--- config.mk ---
export PLATFORM = sky130hd
export DESIGN_NAME = ftt_ctrl
export DESIGN_NICKNAME = d
export VERILOG_FILES = /design/src/sv/ftt_pkg.sv /design/src/sv/ftt_ctrl.sv
export SDC_FILE = /design/constraint.sdc
export NUM_CORES = 1
export LEC_CHECK = 0
export ABC_CLOCK_PERIOD_IN_PS = 3710
export BUFFER_PORTS_ARGS = -buffer_cell sky130_fd_sc_hd__buf_4
export CAP_MARGIN = 20
export CORE_AREA = 3 3 89 91
export DETAILED_ROUTE_END_ITERATION = 10
export DIE_AREA = 0 0 92 94
export GPL_ROUTABILITY_DRIVEN = 0
export PLACE_DENSITY_LB_ADDON = 0.08
export SLEW_MARGIN = 20
export SYNTH_ARGS = -nofsm -noshare
export SYNTH_HDL_FRONTEND = slang
export SYNTH_SLANG_ARGS = --single-unit
export TNS_END_PERCENT = 50
--- constraint.sdc ---
create_clock -name clock -period 3.71 [get_ports clock]
set_clock_uncertainty 0.05 [all_clocks]
set_input_delay 0.371 -clock clock [delete_from_list [all_inputs] [get_ports clock]]
set_output_delay 0.371 -clock clock [all_outputs]
set_load 0.05 [all_outputs]
--- src/sv/ftt_pkg.sv ---
`timescale 1ns / 1ps
package ftt_pkg;
   localparam int unsigned KeyWidth = 104;
   localparam int unsigned TableDepth = 1024;
   localparam logic [31:0] FnvBasis = 32'd2166136261;
   localparam logic [31:0] FnvPrime = 32'd16777619;
   localparam logic [7:0] ProtoTcp = 8'd6;
   localparam logic [7:0] ProtoUdp = 8'd17;

   typedef enum logic [1:0] {
      CMD_RECORD = 2'd0,
      CMD_CLEAR  = 2'd1,
      CMD_READ   = 2'd2,
      CMD_NONE   = 2'd3
   } cmd_type;

   typedef enum logic [2:0] {
      ST_IGNORED = 3'd0,
      ST_NEW     = 3'd1,
      ST_HIT     = 3'd2,
      ST_EVICTED = 3'd3,
      ST_CLEARED = 3'd4,
      ST_READ    = 3'd5
   } status_type;

   typedef struct packed {
      logic [1:0]  cmd;
      logic        is_ipv4;
      logic [31:0] src_ip;
      logic [31:0] dst_ip;
      logic [15:0] l4_src;
      logic [15:0] l4_dst;
      logic [7:0]  proto;
      logic [15:0] pkt_len;
      logic [63:0] now_ns;
      logic [9:0]  read_index;
   } req_type;

   typedef struct packed {
      logic [2:0]  status;
      logic [9:0]  slot;
      logic        slot_active;
      logic [63:0] flow_pkts;
      logic [63:0] flow_bytes;
      logic [63:0] window_pkts;
      logic [63:0] window_bytes;
      logic [63:0] seen_time;
      logic [10:0] live_flows;
      logic [63:0] all_pkts;
      logic [63:0] all_bytes;
   } rsp_type;

   // Commands from the controller to the datapath.
   typedef struct packed {
      logic       capture;   // latch request, build key
      logic [2:0] hash_step; // hash round select: word 0 to 3 of the key
      logic       hash_en;
      logic       probe_start;
      logic       mem_read;  // read slot at the table pointer
      logic       eval;      // examine read data
      logic       clr_read;  // sweep read
      logic       clr_write; // sweep write-back
      logic       commit;    // write the chosen slot and build the result
      logic [2:0] commit_status;
      logic       read_load; // load the pointer from the read index
      logic       read_out;  // build the read result
      logic       plain_out; // build a result without slot data
      logic [2:0] plain_status;
      logic       sweep_start;
      logic       init_write;
   } ctl_type;

   // Status from the datapath to the controller.
   typedef struct packed {
      logic found_empty;
      logic found_match;
      logic probe_last;
      logic sweep_last;
   } sts_type;
endpackage

--- src/sv/ftt_ctrl.sv ---
`timescale 1ns / 1ps
module ftt_ctrl (
   input  logic             clock,
   input  logic             reset,
   input  logic             req_valid,
   output logic             req_ready,
   input  ftt_pkg::req_type req_data,
   output logic             rsp_valid,
   input  logic             rsp_ready,
   input  ftt_pkg::sts_type sts,
   output ftt_pkg::ctl_type ctl
);
   typedef enum logic [3:0] {
      S_INIT, S_IDLE, S_HASH, S_PSTART, S_PREAD, S_PEVAL,
      S_COMMIT, S_RLOAD, S_RREAD, S_ROUT, S_CREAD, S_CWRITE, S_OUT
   } state_type;

   state_type state_ff, state_in;
   logic [1:0] round_ff, round_in;
   logic       rsp_valid_ff, rsp_valid_in;
   logic       first_ff, first_in;

   assign req_ready = (state_ff == S_IDLE) && !rsp_valid_ff;
   assign rsp_valid = rsp_valid_ff;

   // Next state and command decode.
   always_comb begin
      state_in = state_ff;
      round_in = round_ff;
      rsp_valid_in = rsp_valid_ff && !rsp_ready;
      first_in = first_ff;
      ctl = '0;
      ctl.hash_step = {1'b0, round_ff};
      unique case (state_ff)
         S_INIT: begin
            ctl.init_write = 1'b1;
            if (sts.sweep_last) state_in = S_IDLE;
         end
         S_IDLE: begin
            if (req_valid && req_ready) begin
               ctl.capture = 1'b1;
               round_in = '0;
               priority case (ftt_pkg::cmd_type'(req_data.cmd))
                  ftt_pkg::CMD_CLEAR: state_in = S_PSTART;
                  ftt_pkg::CMD_READ: state_in = S_RLOAD;
                  default: begin
                     if (req_data.cmd == ftt_pkg::CMD_RECORD && req_data.is_ipv4)
                        state_in = S_HASH;
                     else
                        state_in = S_OUT;
                  end
               endcase
            end
         end
         S_HASH: begin
            // The round count holds at the last round to mark a record.
            ctl.hash_en = 1'b1;
            if (round_ff == 2'd3) begin
               state_in = S_PSTART;
            end else begin
               round_in = round_ff + 2'd1;
            end
         end
         S_PSTART: begin
            // Shared start for probing and the clear sweep.
            first_in = 1'b0;
            if (round_ff == 2'd0) begin
               ctl.sweep_start = 1'b1;
               state_in = S_CREAD;
            end else begin
               ctl.probe_start = 1'b1;
               state_in = S_PREAD;
            end
         end
         S_PREAD: begin
            if (sts.found_empty || sts.found_match || sts.probe_last) begin
               state_in = S_COMMIT;
            end else begin
               ctl.mem_read = 1'b1;
               state_in = S_PEVAL;
            end
         end
         S_PEVAL: begin
            ctl.eval = 1'b1;
            state_in = S_PREAD;
         end
         S_COMMIT: begin
            ctl.commit = 1'b1;
            if (sts.found_empty) ctl.commit_status = ftt_pkg::ST_NEW;
            else if (sts.found_match) ctl.commit_status = ftt_pkg::ST_HIT;
            else ctl.commit_status = ftt_pkg::ST_EVICTED;
            rsp_valid_in = 1'b1;
            state_in = S_IDLE;
         end
         S_RLOAD: begin
            ctl.read_load = 1'b1;
            state_in = S_RREAD;
         end
         S_RREAD: begin
            ctl.mem_read = 1'b1;
            state_in = S_ROUT;
         end
         S_ROUT: begin
            ctl.read_out = 1'b1;
            rsp_valid_in = 1'b1;
            state_in = S_IDLE;
         end
         S_CREAD: begin
            ctl.clr_read = 1'b1;
            first_in = sts.sweep_last;
            state_in = S_CWRITE;
         end
         S_CWRITE: begin
            ctl.clr_write = 1'b1;
            if (first_ff) state_in = S_OUT;
            else state_in = S_CREAD;
         end
         S_OUT: begin
            ctl.plain_out = 1'b1;
            ctl.plain_status = (state_ff == S_OUT && first_ff) ?
                               ftt_pkg::ST_CLEARED : ftt_pkg::ST_IGNORED;
            rsp_valid_in = 1'b1;
            first_in = 1'b0;
            state_in = S_IDLE;
         end
         default: state_in = S_IDLE;
      endcase
   end

   // State and registered outputs.
   always_ff @(posedge clock) begin
      if (reset) begin
         state_ff <= S_INIT;
         round_ff <= '0;
         rsp_valid_ff <= 1'b0;
         first_ff <= 1'b0;
      end else begin
         state_ff <= state_in;
         round_ff <= round_in;
         rsp_valid_ff <= rsp_valid_in;
         first_ff <= first_in;
      end
   end
endmodule
# After elaboration in Yosys (flattened, before gate mapping)

Index checks and enable logic that the tools add are counted.

Bits in latches: 0
Logic and storage cells: 76
Input port bits: 205
Register bits after elaboration: 8
Output and inout port bits: 24
Bits in read-only memories: 0
Memories: 0
Bits in writable memories: 0

Div/mod/pow operators: 0
Shift-type cells: 0
Equality and inequality tests: 19
$mul: 0
Muxes and demuxes: 34
Reductions and logical operators: 18
Magnitude comparators: 0
Add/sub/neg operators: 1
Bitwise logic cells: 0

Operators with widths:

| operator            | count |
|---|---|
| $pmux 4 s10         | 1 |
| $mux 4              | 7 |
| $eq 4x4->1 const B  | 5 |
| $eq 4x3->1 const B  | 4 |
| $mux 1              | 16 |
| $mux 3              | 3 |
| $eq 4x2->1 const B  | 2 |
| $pmux 4 s2          | 1 |
| $mux 2              | 3 |
| $ne 2x2->1 const B  | 3 |
| $reduce_and 3->1    | 2 |
| $logic_and 1x1->1   | 5 |
| $eq 2x2->1 const B  | 2 |
| $eq 4x1->1 const B  | 1 |
| $logic_not 2->1     | 2 |
| $logic_not 4->1     | 1 |
| $pmux 1 s2          | 2 |
| $pmux 2 s2          | 1 |
| $reduce_bool 2->1   | 2 |
| $reduce_or 3->1     | 1 |
| $add 2x1->2 const B | 1 |
| $eq 2x1->1 const B  | 1 |
| $logic_not 1->1     | 2 |
| $logic_or 1x1->1    | 2 |
| 2 further kinds     | 2 |

# Depth between registers and ports, before layout

Gate-level depths: netlist of the first run.

Depth after elaboration: 6
Gate-level depth with buffers: 6
Depth with buffers taken out: 6

# Worst setup path before layout of the first run

OpenSTA, ideal clock, no wires.

Path kind: register -> output
Start point: register round_ff[0]
End point: output ctl[16] (netlist bit)
Arrival time: 2.190 ns
Setup slack: 1.099 ns
Buffers on the path: 0
Cell stages (with the launch flop): 4
Data required time: 3.289 ns
Cell sequence: dfxtp_1 inv_1 ha_1 nor3_1

RTL lines:

| element                | RTL line        | text |
|---|---|---|
| start, declared        | ftt_ctrl.sv:19  | `logic [1:0] round_ff, round_in;` |
| start signal, assigned | ftt_ctrl.sv:139 | `round_ff <= round_in;` |
| end, declared          | ftt_ctrl.sv:11  | `output ftt_pkg::ctl_type ctl` |

==> results of run 1 <==
worst max-delay path, cell delays in order (launching register included):
cell and delay [ns]:
dfxtp_1 0.76, nor4b_1 0.57, nand3b_1 0.30, inv_1 0.11, buf_4 0.20
through the flow:
step                area (µm²)  util, %
floorplan                785.8        -
global placement          1065    14.76
detailed placement        1065    14.76
CTS                       1106    15.33
global route              1106    15.33
finish                    1106    15.33
synthesized netlist by cell type (2+ instances only):
cell type | instances | area, µm²
nand3b_1 | 5 | 37.54
nor2b_1 | 2 | 12.51
o21ai_0 | 2 | 10.01
nor2_1 | 10 | 37.54
a21oi_1 | 6 | 30.03
nor3_1 | 7 | 35.03
a31oi_1 | 2 | 12.51
inv_1 | 7 | 26.28
nand3_1 | 3 | 15.01
and2_1 | 2 | 12.51
buf_4 | 4 | 30.03
nand2_1 | 3 | 11.26
nor4_1 | 2 | 12.51
nand2b_1 | 9 | 56.30
ha_1 | 4 | 50.05
buf_2 | 5 | 25.02
dfxtp_1 | 8 | 160.2
mux2i_1 | 2 | 20.02
routing by layer:
layer	wire [µm]	vias to the layer above	share of wire, %	GRT usage, %
met5	0	-	0	0
met4	15	0	0.52	1.114
met3	204	2	7.1	2.484
met2	1229	27	43	9.793
met1	1412	362	49	9.615
li1	-	410	-	-
logic make-up (layout without fill, tap and decap cells):
| logic type | count (synthesis) | after routing | share of synthesized area [%] |
|---|---|---|---|
| simple gates | 49 | 49 | 37.32 |
| compound gates | 20 | 20 | 17.45 |
| buf+inv | 18 | 40 | 12.44 |
| flops | 8 | 8 | 20.68 |
| fa+ha+maj | 4 | 4 | 6.462 |
| mux | 3 | 3 | 4.039 |
| other cells | 1 | 4 | 0.4842 |
| xor+xnor | 1 | 1 | 1.131 |
sequential cells by signal, summed over array words and instances, names as in the netlist:
name and cells:
state_ff 4, round_ff 2, first_ff 1, rsp_valid 1
where the power goes:
part / internal (mW) / switching, mW / leakage [nW]
registers: 0.0884 / 0.0100 / 0.0648
logic: 0.0296 / 0.0510 / 0.379
clock network: 0.0705 / 0.0366 / 0.0216
total: 0.189 / 0.0976 / 0.465
worst min-delay path by stage:
stage	from	to	slack, ns
6_report	reset	round_ff[0]	0.31
5_1_grt	reset	round_ff[0]	0.31
4_1_cts	reset	round_ff[0]	0.31
3_5_place_dp	round_ff[1]	round_ff[1]	0.47
3_3_place_gp	round_ff[1]	round_ff[1]	0.45
2_1_floorplan	reset	round_ff[0]	0.38
layout by cell type, fill, tap and decap left out, types with 2 or more instances in the layout:
cell type / count
buf_4: 30
nor2_1: 10
nand2b_1: 9
dfxtp_1: 8
inv_1: 7
nor3_1: 7
a21oi_1: 6
nand3b_1: 5
ha_1: 4
conb_1: 4
nand2_1: 3
nand3_1: 3
clkbuf_8: 3
and2_1: 2
nor2b_1: 2
nor4_1: 2
a31oi_1: 2
mux2i_1: 2
o21ai_0: 2
layout make-up:
class | count | area (µm²)
repair buffers | 30 | 225.2
fillers | 869 | 6108
flip-flops and latches | 8 | 160.2
well taps | 99 | 123.9
inverters | 7 | 26.28
clock buffers | 3 | 41.29
multi-input cells | 81 | 529.3
==> impl_metrics.toml, run 1 <==
[run_status]
status = "finished clean"

[detailed_routing]
drtIter0Drc = 23
vias = 801
wl_per_cell_um = 12.55
drtAntennaViolNets = 0
via_per_inst = 3.513
drt-total-wl_mm = 2.862
drc = 0
drt_pass1_iterations = 4

[placement]
numPlacedInstances = 225
hpwl_mm = 2.288
portBuffers = 30
dp_slack_ns = 1.376

[timing]
drv_slew = 0
hold_viol_final = 0
slew_headroom_pct = 53.83
fin_crit_ns = 2.586
final.setup.tns_ns = 0
fin_ws_ns = 1.124
hold_slack_ns = 0.3129
max_freq_ghz = 0.3868
finalSetupViolCount = 0
worst_pin_slew_ns = 0.6917
rsz0062_at_grt = "no"
period_share_pct = 69.69

[die]
start_util_pct = 10.74
num_rows = 31
fp.dieW_um = 92
io_pins = 229
die_y_um = 94
coreArea_mm2 = 0.007214
die-area_mm2 = 0.008648

[power_and_ir_drop]
power_mw = 0.2862
peakVddDrop_mv = 0.06569
p_leak_nw = 0.4651
power_density_mw_per_mm2 = 258.7

[cells_and_area]
syn_to_final_growth_pct = 42.81
final_cell_count_no_fill = 228
fin_nets = 340
diodes = 0
layout-drive-gt1-share_pct = 30.23

[worst_hold_path]
hold_depth = 2
min_path_type = "in2reg"

[grt]
antenna_found_initial = 0
grt_first_pass_wirelength_mm = 4.547
overflow = 0
grt_max_degree = 21
grt_pass1_vias = 783
grt_usage_pct = 6.755

[clock_network]
clock-sinks = 8
cts_root_buffer = "clkbuf_8"
cts_max_level = 1
clock_latency_ns = 0.23
postCtsHoldBufs = 0
postCtsResizedCells = 0
path_clk_slew_ns = 0.04
post_cts.repair.setup_buffers = 0
cts_buffer_depth = 2
numCtsBuffers = 3
cts_tree = "built"

[yosys]
synth_edf_count = 0
yosysUniqueCellTypes = 39
syn_inst = 104
synthFlopType = "dfxtp_1"
avgSynthCellArea_um2 = 7.447
synth_area_um2 = 774.5
async_reset_ff_share_pct = 0
synth_seq_cells = 8
yosysWarnings = 0
ys_seq_area_share_pct = 20.68

[worst_setup_path]
cp-endpoint = "ctl[21]"
reg2reg_to = "state_ff[3]"
critPathKind = "reg2out"
cp-start-kind = "register"
crit_fanout = 20
crit_required_ns = 3.29
endpoint_kind = "output port"
ff2ff_setup_slack_ns = 1.66
cp-startpoint = "state_ff[0]"
arrival_ns = 2.16
timing.rr.start = "state_ff[3]"
reg2reg_depth = 4

[run]
cap_violations = 0
(Power assumes the default switching activity.)
==> run 2, diff against run 1 <==
ABC_AREA = 1   (was default)
ABC_CLOCK_PERIOD_IN_PS = 2300   (was 3710)
CORE_AREA = 3 3 87 89   (was 3 3 89 91)
DIE_AREA = 0 0 90 92   (was 0 0 92 94)
clock period = 2.3 ns   (was 3.71 ns; I/O delays follow)
==> run 2 against run 1 <==
Against the previous run: combinational power grew to 12 times the previous value; hold slack worse by 0.14 ns; synthesized cell count is 20% higher; global-route usage is 0.37 points higher; non-clock buffer count stayed put; first-iteration DRC count is 17% higher; flip-flop and latch count stayed put; setup slack worse by 0.63 ns; largest power group is now combinational cells.
==> impl_metrics.toml, run 2 <==
[detailed_routing]
highest_layer = "met4"
via_per_inst = 3.300
wl_per_cell_um = 11.23
wl_met2_mm = 1.175
met1Wirelength_mm = 1.464
drtAntennaViolNets = 0
drt-total-wl_mm = 2.841
met3_length_um = 181
vias = 835
drtIter0Drc = 27
drt_pass1_iterations = 4
drc = 0

[cells_and_area]
reg_top3 = "state_ff: 4 flops, round_ff: 2 flops"
largest_reg_flops = 4
diodes = 0
layout_commonest_cell = "buf_4"
fin_nets = 368
layout-drive-gt1-share_pct = 36.94
final_cell_count_no_fill = 253
regMostFlops = "state_ff"
nFillCells = 816
final_cell_mix = "30 x buf_4, 24 x nor2_1, 18 x inv_1, 18 x nand2_1, 9 x nand3_1"
stdcell_area_mm2 = 0.001139
utilization_pct = 16.67
syn_to_final_growth_pct = 48.45

[die]
fp.dieW_um = 90
num_rows = 30
io_pins = 229
die_y_um = 92
coreArea_mm2 = 0.006832
start_util_pct = 11.23
die-area_mm2 = 0.008280

[yosys]
async_reset_ff_share_pct = 0
avgSynthCellArea_um2 = 6.136
yosysWarnings = 0
synth_edf_count = 0
ys_seq_area_share_pct = 20.88
synth_top_cell_area_share_pct = 20.88
synth_area_um2 = 767.0
yosysUniqueCellTypes = 22
synth.most_common_cell = "nor2_1"
syn_inst = 125
synthFlopType = "dfxtp_1"
synth_seq_cells = 8
yosys-top-cells-count = "24 x nor2_1, 18 x inv_1, 18 x nand2_1, 9 x nand3_1, 8 x dfxtp_1"
synth_area_leaders = "dfxtp_1 21%, nor2_1 12%, inv_1 8.8%, nand2_1 8.8%, ha_1 6.5%"
synth_top_cell_by_area = "dfxtp_1"

[grt]
grt_first_pass_wirelength_mm = 4.636
antenna_found_initial = 0
overflow = 0
grt_max_degree = 7
grt_pass1_vias = 892
grt_usage_pct = 7.127

[clock_network]
numCtsBuffers = 3
clock_latency_ns = 0.23
cts_buffer_depth = 2
cts_tree = "built"
clock-sinks = 8
postCtsHoldBufs = 0
cts_root_buffer = "clkbuf_8"
path_clk_slew_ns = 0.04
postCtsResizedCells = 0
post_cts.repair.setup_buffers = 0
cts_max_level = 1

[worst_hold_path]
hold_depth = 2
hp-start = "reset"
min_path_type = "in2reg"
hold_end = "state_ff[1]"

[placement]
hpwl_mm = 2.531
numPlacedInstances = 250
portBuffers = 30
dpl_cell_area_mm2 = 0.001097
dp_slack_ns = 0.7098

[timing]
hold_viol_final = 0
drv_slew = 0
rsz0062_at_grt = "no"
fin_ws_ns = 0.4959
finalSetupViolCount = 0
period_share_pct = 78.44
max_freq_ghz = 0.5543
final.setup.tns_ns = 0
fin_crit_ns = 1.804

[worst_setup_path]
timing.rr.start = "state_ff[1]"
endpoint_kind = "output port"
reg2reg_to = "rsp_valid"
critPathKind = "reg2out"
cp-startpoint = "state_ff[1]"
crit_fanout = 6
reg2reg_depth = 5
crit_required_ns = 2.02
arrival_ns = 1.52
ff2ff_setup_slack_ns = 0.81
cp-start-kind = "register"

[power_and_ir_drop]
p_leak_nw = 0.5599
peakVddDrop_mv = 0.2968
power_density_mw_per_mm2 = 1173

[run_status]
status = "finished clean"

[run]
cap_violations = 0
-- run 2: stage by stage --
| stage | total power, mW | hold WS, ns |
|---|---|---|
| 3_3_place_gp | 1.200 | 0.4065 |
| 2_1_floorplan | 0.9429 | 0.2491 |
| 5_1_grt | 1.463 | 0.1666 |
| 3_5_place_dp | 1.184 | 0.4105 |
| 4_1_cts | 1.367 | 0.1667 |
| 6_report | 1.336 | 0.1680 |
-- run 2: routing by layer --
layer,vias up,track usage (%)
met5,-,0
met4,0,2.296
met3,2,1.641
met2,31,10.77
met1,361,9.956
li1,441,-
-- run 2: worst max path at each step --
stage,endpoint,slack (ns)
floorplan,ctl[9],-0.13
global placement,ctl[8],0.72
detailed placement,ctl[8],0.71
CTS,ctl[8],0.47
global route,ctl[9],0.35
finish,ctl[8],0.50
-- run 2: cells by family (layout without fill, tap and decap cells) --
| logic type | after synthesis | count (layout) | share of synthesized area (%) |
|---|---|---|---|
| and+or+nand+nor | 70 | 70 | 46.49 |
| buffers and inverters | 28 | 57 | 15.66 |
| AOI/OAI and AO/OA | 14 | 14 | 9.951 |
| DFF | 8 | 8 | 20.88 |
| adders and majority gates | 4 | 4 | 6.526 |
| other | 1 | 4 | 0.4889 |
-- run 2: final cells by class --
type | instances | area [µm²] | share of cell area [%]
multi-input combinational | 92 | 501.7 | 44.07
timing repair buffer | 30 | 225.2 | 19.78
sequential | 8 | 160.2 | 14.07
tap | 96 | 120.1 | 10.55
inverter | 24 | 90.09 | 7.912
clock buffer | 3 | 41.29 | 3.626
-- run 2: critical path, cell delays in order (launching register included) --
cell and delay (ns):
dfxtp_1 0.50, nand2_4 0.12, nor2_1 0.26, inv_1 0.10, a21oi_2 0.11, buf_4 0.20
-- run 2: where the power goes --
group,switching [mW],total (mW),internal [mW]
Clock,0.0568,0.170,0.114
Combinational,0.655,0.930,0.275
Sequential,0.0591,0.235,0.176
==> run 3, diff against run 2 <==
ABC_CLOCK_PERIOD_IN_PS = 1500   (was 2300)
clock period = 1.5 ns   (was 2.3 ns; I/O delays follow)
==> run 3 against run 2 <==
Against the previous run: total power grew 84%; wire length rose by 5.4%; setup slack lost 0.46 ns; critical endpoint unchanged; via count up 3.7%; flip-flop and latch count unchanged; critical path depth up 1; combinational power grew 92%; count of clock-buffer cells in the layout unchanged.
==> impl_metrics.toml, run 3 (synthesized netlist as in run 2, its figures left out) <==
[run_status]
status = "finished clean"

[clock_network]
postCtsHoldBufs = 0
cts_buffer_depth = 2
cts_max_level = 1
cts_tree = "built"
clock_latency_ns = 0.23
cts_root_buffer = "clkbuf_8"
numCtsBuffers = 3
path_clk_slew_ns = 0.05
clock-sinks = 8

[worst_setup_path]
crit_fanout = 3
critPathKind = "reg2out"
cp-start-kind = "register"
ff2ff_setup_slack_ns = 0.10
endpoint_kind = "output port"
arrival_ns = 1.27
crit_required_ns = 1.30

[grt]
grt_first_pass_wirelength_mm = 4.629
grt_usage_pct = 7.112
grt_max_degree = 7
grt_pass1_vias = 911
antenna_found_initial = 0
overflow = 0

[detailed_routing]
wl_per_cell_um = 11.43
drt-total-wl_mm = 2.995
drt_pass1_iterations = 4
drc = 0
drtAntennaViolNets = 0
drtIter0Drc = 27
vias = 866
via_per_inst = 3.305

[die]
die-area_mm2 = 0.008280
io_pins = 229
num_rows = 30
start_util_pct = 11.23
coreArea_mm2 = 0.006832
fp.dieW_um = 90
die_y_um = 92

[timing]
fin_crit_ns = 1.466
final.setup.tns_ns = 0
drv_slew = 0
hold_viol_final = 0
period_share_pct = 97.75
rsz0062_at_grt = "yes"
max_freq_ghz = 0.6820
finalSetupViolCount = 0
fin_ws_ns = 0.03381

[worst_hold_path]
min_path_type = "in2reg"

[cells_and_area]
final_cell_mix = "31 x buf_4, 16 x inv_1, 14 x nor2_1, 14 x nand2_1, 10 x nor2_4"
multiInputGateArea_um2 = 624.3
largest_reg_flops = 4
seq_area_um2 = 172.7
fin_nets = 377
regMostFlops = "state_ff"
layout-drive-gt1-share_pct = 56.02
layout_commonest_cell = "buf_4"
reg_top3 = "state_ff: 4 flops, round_ff: 2 flops"
nFillCells = 806
diodes = 0
syn_to_final_growth_pct = 80.59

[power_and_ir_drop]
power_frac_clock_pct = 11.0
switching_share_pct = 55.91
p_switching_mw = 1.377
power_density_mw_per_mm2 = 1779
peakVddDrop_mv = 0.4947
p_leak_nw = 0.6303
p_seq_share_pct = 16.5
p_comb_share_pct = 72.5
intPower_mw = 1.086

[placement]
portBuffers = 30
dp_slack_ns = 0.02802
hpwl_mm = 2.546

[run]
cap_violations = 0
==> run 3: cell count changes in the layout (fill, tap and decap cells not counted), moves of 2 or more <==
cell | previous run | this run
nand3_2 | 2 | 4
nor2_4 | 1 | 10
nor2_1 | 24 | 14
dfxtp_4 | 0 | 2
dfxtp_2 | 0 | 4
buf_6 | 0 | 7
inv_1 | 18 | 16
nand2_2 | 6 | 8
nand3_1 | 9 | 7
nand2_1 | 18 | 14
dfxtp_1 | 8 | 2
==> run 3: timing repair <==
item | 4_1_cts | 5_1_grt
pin swaps | 2 | 5
endpoints found under the setup margin | 10 | 10
buffers inserted | 4 | 2
gates resized for setup | 21 | 20
==> run 3: path summary, 6_finish.rpt <==
kind               start     endpoint  cells past startpoint
min                reset  state_ff[3]                      2
max          state_ff[3]       ctl[8]                      6
max reg2reg  state_ff[3]    rsp_valid                      6
min reg2reg  round_ff[1]  round_ff[1]                      2
==> run 3: metal layers <==
metal	track usage (%)	routed length, µm	up-vias
li1	-	-	460
met1	9.916	1354	376
met2	11.20	1362	28
met3	1.559	266	2
met4	1.531	12	0
met5	0	0	-
==> run 3: power by group through the flow <==
stage               Clock [mW]  Combinational, mW  Sequential, mW
finish                   0.272               1.79           0.406
global route             0.292               1.93           0.414
CTS                      0.282               1.71           0.378
detailed placement           0               1.54           0.363
global placement             0               1.56           0.368
floorplan                    0               1.10           0.404
==> run 3: final cells by class <==
class                   instances  area share [%]
repair buffers                 39           23.58
well taps                      96           8.672
inverters                      24           7.227
clock buffers                   3           2.981
multi-input cells              92           45.08
flip-flops and latches          8           12.47
==> run 3: worst max-delay path: stages (launching register included) <==
cell     delay [ns]
dfxtp_2        0.35
inv_4          0.09
nand2_2        0.08
nor2_4         0.15
inv_2          0.07
a21oi_2        0.12
buf_6          0.17
==> run 3: stage by stage <==
step | cells | cell area (µm²) | utilization [%] | hold WS [ns] | total power, mW
detailed placement | 253 | 1159 | 16.96 | 0.3286 | 1.900
global placement | 253 | 1159 | 16.96 | 0.3249 | 1.928
global route | 262 | 1385 | 20.27 | 0.07674 | 2.637
finish | 262 | 1385 | 20.27 | 0.07547 | 2.463
CTS | 260 | 1296 | 18.97 | 0.08383 | 2.369
floorplan | 128 | 820.8 | - | 0.1617 | 1.505
